**src/design/c3zp_pkg.sv**
```systemverilog
// Shared types and constants of the 3x3 zero-padded convolution stream.
`timescale 1ns / 1ps
package c3zp_pkg;

  // Default parameter values
  localparam int unsigned DEF_MAX_WIDTH = 1024;
  localparam int unsigned DEF_COEF_BITS = 8;

  // Field and counter widths
  localparam int unsigned PIX_BITS        = 8;
  localparam int unsigned SUM_BITS        = 20;
  localparam int unsigned OUT_TDATA_BITS  = 24;
  localparam int unsigned CFG_IDX_BITS    = 3;
  localparam int unsigned WIDTH_REG_BITS  = 11;
  localparam int unsigned HEIGHT_REG_BITS = 13;
  localparam int unsigned IN_ROW_BITS     = 16;
  localparam int unsigned OUT_ROW_BITS    = 14;
  localparam int unsigned KERNEL_TAPS     = 3;

  // Register reset values
  localparam logic [WIDTH_REG_BITS-1:0]  WIDTH_RST  = 11'd1024;
  localparam logic [HEIGHT_REG_BITS-1:0] HEIGHT_RST = 13'd1024;

  // Configuration register indexes
  typedef enum logic [CFG_IDX_BITS-1:0] {
    CFG_KERNEL_TOP    = 3'd0,
    CFG_KERNEL_MID    = 3'd1,
    CFG_KERNEL_BOTTOM = 3'd2,
    CFG_IMAGE_WIDTH   = 3'd3,
    CFG_IMAGE_HEIGHT  = 3'd4
  } cfg_reg_e;

  // Per-word flags that ride along the cell chain
  typedef struct packed {
    logic [3*KERNEL_TAPS-1:0] ok;    // tap enable, index row*3 + column
    logic                     emit;  // word produces a result
    logic                     last;  // result closes the frame
  } flags_t;

endpackage

```
**src/design/c3zp_ctrl.sv**
```systemverilog
// Raster position tracking, border masks and frame end for the convolution stream.
`timescale 1ns / 1ps
module c3zp_ctrl #(
  parameter int unsigned MAX_WIDTH = c3zp_pkg::DEF_MAX_WIDTH
) (
  input  logic                                   clk_i,
  input  logic                                   rst_ni,
  input  logic                                   acc_i,
  input  logic                                   action_i,
  input  logic [c3zp_pkg::PIX_BITS-1:0]          pixel_i,
  input  logic [c3zp_pkg::WIDTH_REG_BITS-1:0]    cfg_width_i,
  input  logic [c3zp_pkg::HEIGHT_REG_BITS-1:0]   cfg_height_i,
  output logic                                   enter_o,
  output logic [$clog2(MAX_WIDTH)-1:0]           addr_o,
  output logic [c3zp_pkg::PIX_BITS-1:0]          pixel_o,
  output c3zp_pkg::flags_t                       flags_o
);

  localparam int unsigned CW  = $clog2(MAX_WIDTH);
  localparam int unsigned WW  = $clog2(MAX_WIDTH + 1);
  localparam int unsigned HB  = c3zp_pkg::HEIGHT_REG_BITS;
  localparam int unsigned IRB = c3zp_pkg::IN_ROW_BITS;
  localparam int unsigned ORB = c3zp_pkg::OUT_ROW_BITS;

  logic [CW-1:0]  in_col_q, in_col_d;
  logic [IRB-1:0] in_row_q, in_row_d;
  logic [CW-1:0]  out_col_q, out_col_d;
  logic [ORB-1:0] out_row_q, out_row_d;

  logic [HB-1:0]  wx;
  logic [HB-1:0]  w13;
  logic [WW-1:0]  w;
  logic [HB-1:0]  h;
  logic           in_frame;
  logic           drop;
  logic [CW-1:0]  c;
  logic [WW-1:0]  c_nx;
  logic           started;
  logic [WW-1:0]  oc_nx;
  logic [ORB:0]   or_nx;
  logic           col_end;
  logic [2:0]     row_ok;
  logic [2:0]     col_ok;
  logic           last;

  // Effective frame size and this word's position
  always_comb begin
    wx       = HB'(cfg_width_i);
    w13      = (wx == '0) ? HB'(1) : ((wx > HB'(MAX_WIDTH)) ? HB'(MAX_WIDTH) : wx);
    w        = w13[WW-1:0];
    h        = (cfg_height_i == '0) ? HB'(1) : cfg_height_i;
    in_frame = in_row_q < IRB'(h);
    drop     = action_i && in_frame;
    c        = (WW'(in_col_q) >= w) ? '0 : in_col_q;
    c_nx     = WW'(c) + WW'(1);
    started  = (in_row_q >= IRB'(2)) || ((in_row_q == IRB'(1)) && (c != '0));
    oc_nx    = WW'(out_col_q) + WW'(1);
    or_nx    = (ORB+1)'(out_row_q) + (ORB+1)'(1);
    col_end  = oc_nx >= w;
    last     = (or_nx >= (ORB+1)'(h)) && col_end;
  end

  // Border masks: row k is out_row+1-k, column j is out_col+1-j
  always_comb begin
    row_ok[0] = or_nx < (ORB+1)'(h);
    row_ok[1] = out_row_q < ORB'(h);
    row_ok[2] = (out_row_q != '0) && (out_row_q <= ORB'(h));
    col_ok[0] = oc_nx < w;
    col_ok[1] = WW'(out_col_q) < w;
    col_ok[2] = (out_col_q != '0) && (WW'(out_col_q) <= w);
    for (int k = 0; k < 3; k++) begin
      for (int j = 0; j < 3; j++) begin
        flags_o.ok[k*3 + j] = row_ok[k] && col_ok[j];
      end
    end
    flags_o.emit = started;
    flags_o.last = last;
  end

  assign enter_o = acc_i && !drop;
  assign addr_o  = c;
  assign pixel_o = (!action_i && in_frame) ? pixel_i : '0;

  // Counter updates; frame end clears everything
  always_comb begin
    in_col_d  = in_col_q;
    in_row_d  = in_row_q;
    out_col_d = out_col_q;
    out_row_d = out_row_q;
    if (enter_o) begin
      if (c_nx >= w) begin
        in_col_d = '0;
        if (in_row_q != '1) in_row_d = in_row_q + IRB'(1);
      end else begin
        in_col_d = c_nx[CW-1:0];
      end
      if (started) begin
        priority if (last) begin
          in_col_d  = '0;
          in_row_d  = '0;
          out_col_d = '0;
          out_row_d = '0;
        end else if (col_end) begin
          out_col_d = '0;
          out_row_d = or_nx[ORB-1:0];
        end else begin
          out_col_d = oc_nx[CW-1:0];
        end
      end
    end
  end

  always_ff @(posedge clk_i or negedge rst_ni) begin
    if (!rst_ni) begin
      in_col_q  <= '0;
      in_row_q  <= '0;
      out_col_q <= '0;
      out_row_q <= '0;
    end else begin
      in_col_q  <= in_col_d;
      in_row_q  <= in_row_d;
      out_col_q <= out_col_d;
      out_row_q <= out_row_d;
    end
  end

endmodule

```
**config.mk**
```make
export PLATFORM = sky130hd
export DESIGN_NAME = c3zp_ctrl
export DESIGN_NICKNAME = d
export VERILOG_FILES = /design/src/design/c3zp_pkg.sv /design/src/design/c3zp_ctrl.sv
export SDC_FILE = /design/constraint.sdc
export NUM_CORES = 1
export LEC_CHECK = 0
export BUFFER_PORTS_ARGS = -buffer_cell sky130_fd_sc_hd__buf_2
export CAP_MARGIN = 20
export CORE_ASPECT_RATIO = 0.7
export CORE_MARGIN = 4
export CORE_UTILIZATION = 55
export CTS_CLUSTER_SIZE = 20
export DETAILED_ROUTE_END_ITERATION = 16
export GPL_ROUTABILITY_DRIVEN = 0
export MAX_ROUTING_LAYER = met4
export PLACE_DENSITY = 0.8
export SLEW_MARGIN = 10
export SYNTH_ARGS = -nofsm -noshare
export SYNTH_HDL_FRONTEND = slang
export SYNTH_SLANG_ARGS = --single-unit
```
**constraint.sdc**
```tcl
create_clock -name clk_i -period 6.1 [get_ports clk_i]
set_clock_uncertainty 0.2 [all_clocks]
set_input_delay 1.22 -clock clk_i [delete_from_list [all_inputs] [get_ports clk_i]]
set_output_delay 1.22 -clock clk_i [all_outputs]
set_load 0.02 [all_outputs]
```
After elaboration in Yosys (flattened, before gate mapping)
Index checks and enable logic that the tools add are counted.
Operators by class
  $add $sub $neg: 4
  multiply operators: 0
  divide/modulo/power cells: 0
  magnitude comparators: 13
  eq/ne operators: 2
  shift operators: 0
  multiplexer cells: 16
  bitwise gates (word level): 0
  reduce and logical (&&, ||, !) cells: 27
Operators with widths (number)
  $mux W16: 4
  $mux W10: 6
  $mux W14: 2
  $add A10 B1 Y11 const B: 2
  $ge A11 B11 Y1: 2
  $mux W11: 2
  $reduce_bool A10 Y1: 2
  $add A16 B1 Y16 const B: 1
  $eq A16 B1 Y1 const B: 1
  $ge A16 B2 Y1 const B: 1
  $logic_and A1 B1 Y1: 16
  $lt A16 B13 Y1: 1
  $ne A16 B16 Y1 const B: 1
  $add A14 B1 Y15 const B: 1
  $ge A15 B13 Y1: 1
  $lt A15 B13 Y1: 1
  $le A14 B13 Y1: 1
  $lt A14 B13 Y1: 1
  $reduce_bool A14 Y1: 1
  $logic_not A13 Y1: 1
  $mux W13: 1
  $ge A10 B11 Y1: 1
  $gt A11 B11 Y1 const B: 1
  $le A10 B11 Y1: 1
  9 further kinds: 10
Storage, ports and cells
  register bits: 50
  bits in latches: 0
  bits in writable memories: 0
  ROM bits: 0
  input bits: 36
  output and inout port bits: 30
  logic and storage cells: 66
  memories kept: 0

Depth between registers and ports, before layout
  depth after elaboration: 10
  depth in mapped cells: 27
  mapped depth without buffers: 25

Least setup slack after synthesis
No wires, ideal clock.
  path type: input to register
  start point: input port cfg_width_i[3] (netlist bit)
  end point: register in_row_q[6]
  setup time: 0.121 ns
  arrival time: 5.725 ns
  data required time: 5.779 ns
  path slack: 0.054 ns
  cell stages on the path: 26
  path buffers: 2
  cell sequence: nor4_1 a31oi_1 nor2_1 ha_1 nand2b_1 a211o_1 a21oi_1 o21a_1 clkbuf_1 nand2_1 inv_1 ha_1 nand3_1 nor2_1 and3_1 xnor2_1 nor2_1 ha_1 a21oi_1 o21a_1 nand2b_1 o21ai_0 clkbuf_1 nand4_1 a21o_1 a22o_1
Between the ends
  word-level cells in the longest chain between the ends: 10
  elaborated cells on any way between the ends: 16
  classes of those cells: add/sub (1); order compare (4); mux (6); reduce/logical (5)
Ends and longest elaborated chain
  from (decl): line c3zp_ctrl.sv:11  | input logic [c3zp_pkg::WIDTH_REG_BITS-1:0] cfg_width_i,
  $gt A11 B11 Y1: line c3zp_ctrl.sv:49  | w13 = (wx == '0) ? HB'(1) : ((wx > HB'(MAX_WIDTH)) ? HB'(MAX_WIDTH) : wx);
  $mux W11: line c3zp_ctrl.sv:49
  $mux W11 *: line c3zp_ctrl.sv:49
  $ge A10 B11 Y1 *: line c3zp_ctrl.sv:54  | c = (WW'(in_col_q) >= w) ? '0 : in_col_q;
  $mux W10 *: line c3zp_ctrl.sv:54
  named net addr_o[0]: line c3zp_ctrl.sv:14  | output logic [$clog2(MAX_WIDTH)-1:0] addr_o,
  $add A10 B1 Y11: line c3zp_ctrl.sv:55  | c_nx = WW'(c) + WW'(1);
  $ge A11 B11 Y1: line c3zp_ctrl.sv:91  | if (c_nx >= w) begin
  $mux W16: line c3zp_ctrl.sv:91
  $mux W16: line c3zp_ctrl.sv:98  | priority if (last) begin
  $mux W16 *: line c3zp_ctrl.sv:97  | if (started) begin
  to (signal assigned): line c3zp_ctrl.sv:121  | in_row_q <= in_row_d;
  to (decl): line c3zp_ctrl.sv:26  | logic [IRB-1:0] in_row_q, in_row_d;
Mark *: on every way through the listed nets, which the timed path passes. The rest lies on a longest branch.
A chain may end at the register's enable or synchronous reset.

Worst setup path after layout
  start point: input port cfg_width_i[6] (netlist bit)
  end point: register in_row_q[6]
Between the ends
  word-level cells in the longest chain between the ends: 10
  elaborated cells on any way between the ends: 16
  classes of those cells: add/sub (1); order compare (4); mux (6); reduce/logical (5)
Ends and longest elaborated chain (line)
  $gt A11 B11 Y1: c3zp_ctrl.sv:49
  $mux W11: c3zp_ctrl.sv:49
  $mux W11 *: c3zp_ctrl.sv:49
  $ge A10 B11 Y1: c3zp_ctrl.sv:54
  $mux W10: c3zp_ctrl.sv:54
  $add A10 B1 Y11: c3zp_ctrl.sv:55
  $ge A11 B11 Y1: c3zp_ctrl.sv:91
  $mux W16: c3zp_ctrl.sv:91
  $mux W16: c3zp_ctrl.sv:98
  $mux W16 *: c3zp_ctrl.sv:97
Mark *: on every way between the ends. The rest lies on a longest branch, timed or not.

==> results.py <==
metrics = {
    "global_route": {
        "grt_pass1_wl_mm": 23.32,
        "grt_antenna_before_repair": 0,
        "track_usage_pct": 27.70,
        "grt_pass1_vias": 4791,
        "grt_overflow": 0,
        "grt_max_degree": 51,
    },
    "synth": {
        "syn_inst": 622,
        "synth_area_leaders": "dfrtp_1, ha_1, nor2_1",
        "yosysUniqueCellTypes": 68,
        "async_reset_ff_share_pct": 100.0,
        "synth_area_per_cell_um2": 8.229,
        "syn_nets": 747,
        "ys_seq_area_share_pct": 24.44,
        "synth_edf_count": 0,
        "yosysTopAreaCell": "dfrtp_1",
        "synth_top_cell_area_share_pct": 24.44,
        "synth-main-ff-cell": "dfrtp_1",
        "netlist_area_mm2": 0.005119,
        "synth.most_common_cell": "ha_1",
        "yosysWarnings": 0,
        "synth_commonest_cells": "ha_1, nor2_1, nand2_1",
        "synth-seq-cells": 50,
    },
    "setup_path": {
        "cp.depth": 26,
        "cpMaxStageDelayCell": "ha_1",
        "crit_start": "cfg_width_i[6]",
        "ff2ff_path_depth": 23,
        "cp_common_cell": "ha_1",
        "crit_required_ns": 6.08,
        "r2r_start": "in_col_q[0]",
        "crit_buf_inv": 3,
        "cp_max_fo": 6,
        "critPathLaunchType": "input pin",
        "cpLargestDelayFamily": "compound AO/OA/AOI/OAI gates",
        "end_kind": "flip-flop",
        "worstPathArrival_ns": 5.85,
        "path_class": "input pin to flip-flop",
        "critPathMaxStageDelay_ns": 0.35,
    },
    "timing": {
        "hold_viol": 0,
        "max_freq_ghz": 0.1704,
        "min_period_over_period_pct": 96.20,
        "max_slew_margin_pct": 46.68,
        "layout_min_cycle_time_ns": 5.868,
        "setup_violations": 0,
        "tightest_slew_ns": 0.7898,
        "drv_slew": 0,
        "holdWs_ns": 0.3792,
    },
    "clock_tree": {
        "htreeDepth": 2,
        "cts_tree": "done",
        "cts_root_buffer": "clkbuf_16",
        "cts_buffers": 5,
        "cts.sink_count": 50,
        "clockBufferDepth": 2,
        "clock_latency_ns": 0.30,
        "clkTransAtPathRegs_ns": 0.07,
    },
    "place": {
        "place_area_mm2": 0.005638,
        "portBuffers": 65,
        "dpl.hpwl_mm": 11.37,
    },
    "floorplanning": {
        "die_y_um": 88.72,
        "core_area_mm2": 0.009071,
        "rows": 29,
        "fp.dieArea_mm2": 0.01094,
        "ioPinCount": 66,
        "start_util_pct": 56.43,
        "die_w_um": 123.3,
    },
    "pwr": {
        "leakagePower_nw": 2.932,
        "p_per_area_mw_per_mm2": 321.2,
        "power_w": 0.001873,
        "ir_drop_v": 0.0003314,
    },
    "route": {
        "via_per_inst": 6.308,
        "first_iter_violations": 502,
        "vias": 5179,
        "drtAntennaViolNets": 0,
        "drtPass1Iterations": 5,
        "routed_wl_mm": 14.57,
        "drc": 0,
        "wl_per_cell_um": 17.74,
    },
    "flow_run": {
        "cap_violations": 0,
    },
    "layout": {
        "fillerInstances": 786,
        "layout.nets": 821,
        "final_area_mm2": 0.005831,
        "syn2layout_area_growth_pct": 13.91,
        "fin_util_pct": 64.28,
        "layout-drive-gt1-share_pct": 14.78,
        "insertedDiodeCount": 0,
    },
    "hold_path": {
        "hold_depth": 1,
        "hp-start": "in_row_q[8]",
        "hold_path.class": "flip-flop to flip-flop",
    },
    "status": {
        "outcome": "complete, no violations",
    },
}
-- worst reg2reg max path, delay by kind of cell (launching register included) --
kind                       cells  cell delay [ns]
adders and majority gates      3             0.83
buffers and inverters          3             0.37
AOI/OAI and AO/OA              8             1.59
and+or+nand+nor                8             1.13
xor gates and xnor gates       1             0.12
DFF                            1             0.47
-- routing by layer --
layer,global-route usage (%),wire length [um]
met1,37.82,6606
met2,41.81,6453
met3,6.134,1302
met4,6.935,206
met5,-,0
-- layout make-up --
type | instances | area (um2) | share of cell area [%]
flip-flops and latches | 50 | 1251 | 21.46
inverters | 46 | 172.7 | 2.961
multi-input cells | 510 | 3625 | 62.17
clock inverters | 1 | 30.03 | 0.5150
repair buffers | 83 | 464.2 | 7.961
well taps | 124 | 155.1 | 2.661
clock buffers | 7 | 132.6 | 2.275
-- power by group --
group / total [W] / internal, W / leakage, nW / switching [W]
clock network: 0.000324 / 0.000194 / 0.0781 / 0.000129
registers: 0.000537 / 0.000397 / 0.668 / 0.000140
logic: 0.00101 / 0.000409 / 2.19 / 0.000603
total: 0.00187 / 0.00100 / 2.93 / 0.000873
-- placed cells by master (no fill, tap or decap), types with 13 or more instances in the layout --
| cell type | count |
|---|---|
| ha_1 | 89 |
| buf_2 | 65 |
| nor2_1 | 59 |
| nand2_1 | 57 |
| dfrtp_1 | 50 |
| inv_1 | 44 |
| a21oi_1 | 29 |
| o21ai_0 | 29 |
| nand3_1 | 29 |
| nand4_1 | 23 |
| a22o_1 | 23 |
| buf_4 | 17 |
| xnor2_1 | 14 |
| nor4_1 | 13 |
-- repair_timing --
item	4_1_cts	5_1_grt
resized for setup	0	5
hold buffers	0	0
endpoints found under the setup margin	0	7
setup buffers	0	1
-- cells by family (layout without fill, tap and decap cells) --
family / Yosys count / in the layout / share of synthesized area, %
xor+xnor: 26 / 26 / 4.449
mux: 2 / 2 / 0.4155
simple gates: 244 / 244 / 23.76
buf+inv: 62 / 137 / 4.962
compound gates: 149 / 149 / 20.22
flops: 50 / 50 / 24.44
fa+ha+maj: 89 / 89 / 21.76
-- state kept, by name, indices dropped and copies added, names as in the netlist --
name       count
out_row_q     14
in_col_q      10
out_col_q     10
in_row_q      16
-- worst paths after layout --
kind / end / slack, ns
max: in_row_q[6] / 0.23
min: in_row_q[8] / 0.38
max reg2reg: in_row_q[6] / 1.29
min reg2reg: in_row_q[8] / 0.38
max in group asynchronous: out_col_q[6] / 4.42
min in group asynchronous: in_col_q[3] / 0.83
-- metrics by stage --
step                std cells  worst slack (ns)  TNS (ns)
floorplan                 622           0.05393         0
global placement          811            0.3323         0
detailed placement        811           0.04255         0
CTS                       819            0.2996         0
global route              821          -0.01614  -0.02328
finish                    821            0.2320         0
No activity file was read; power rests on OpenSTA's default activity.
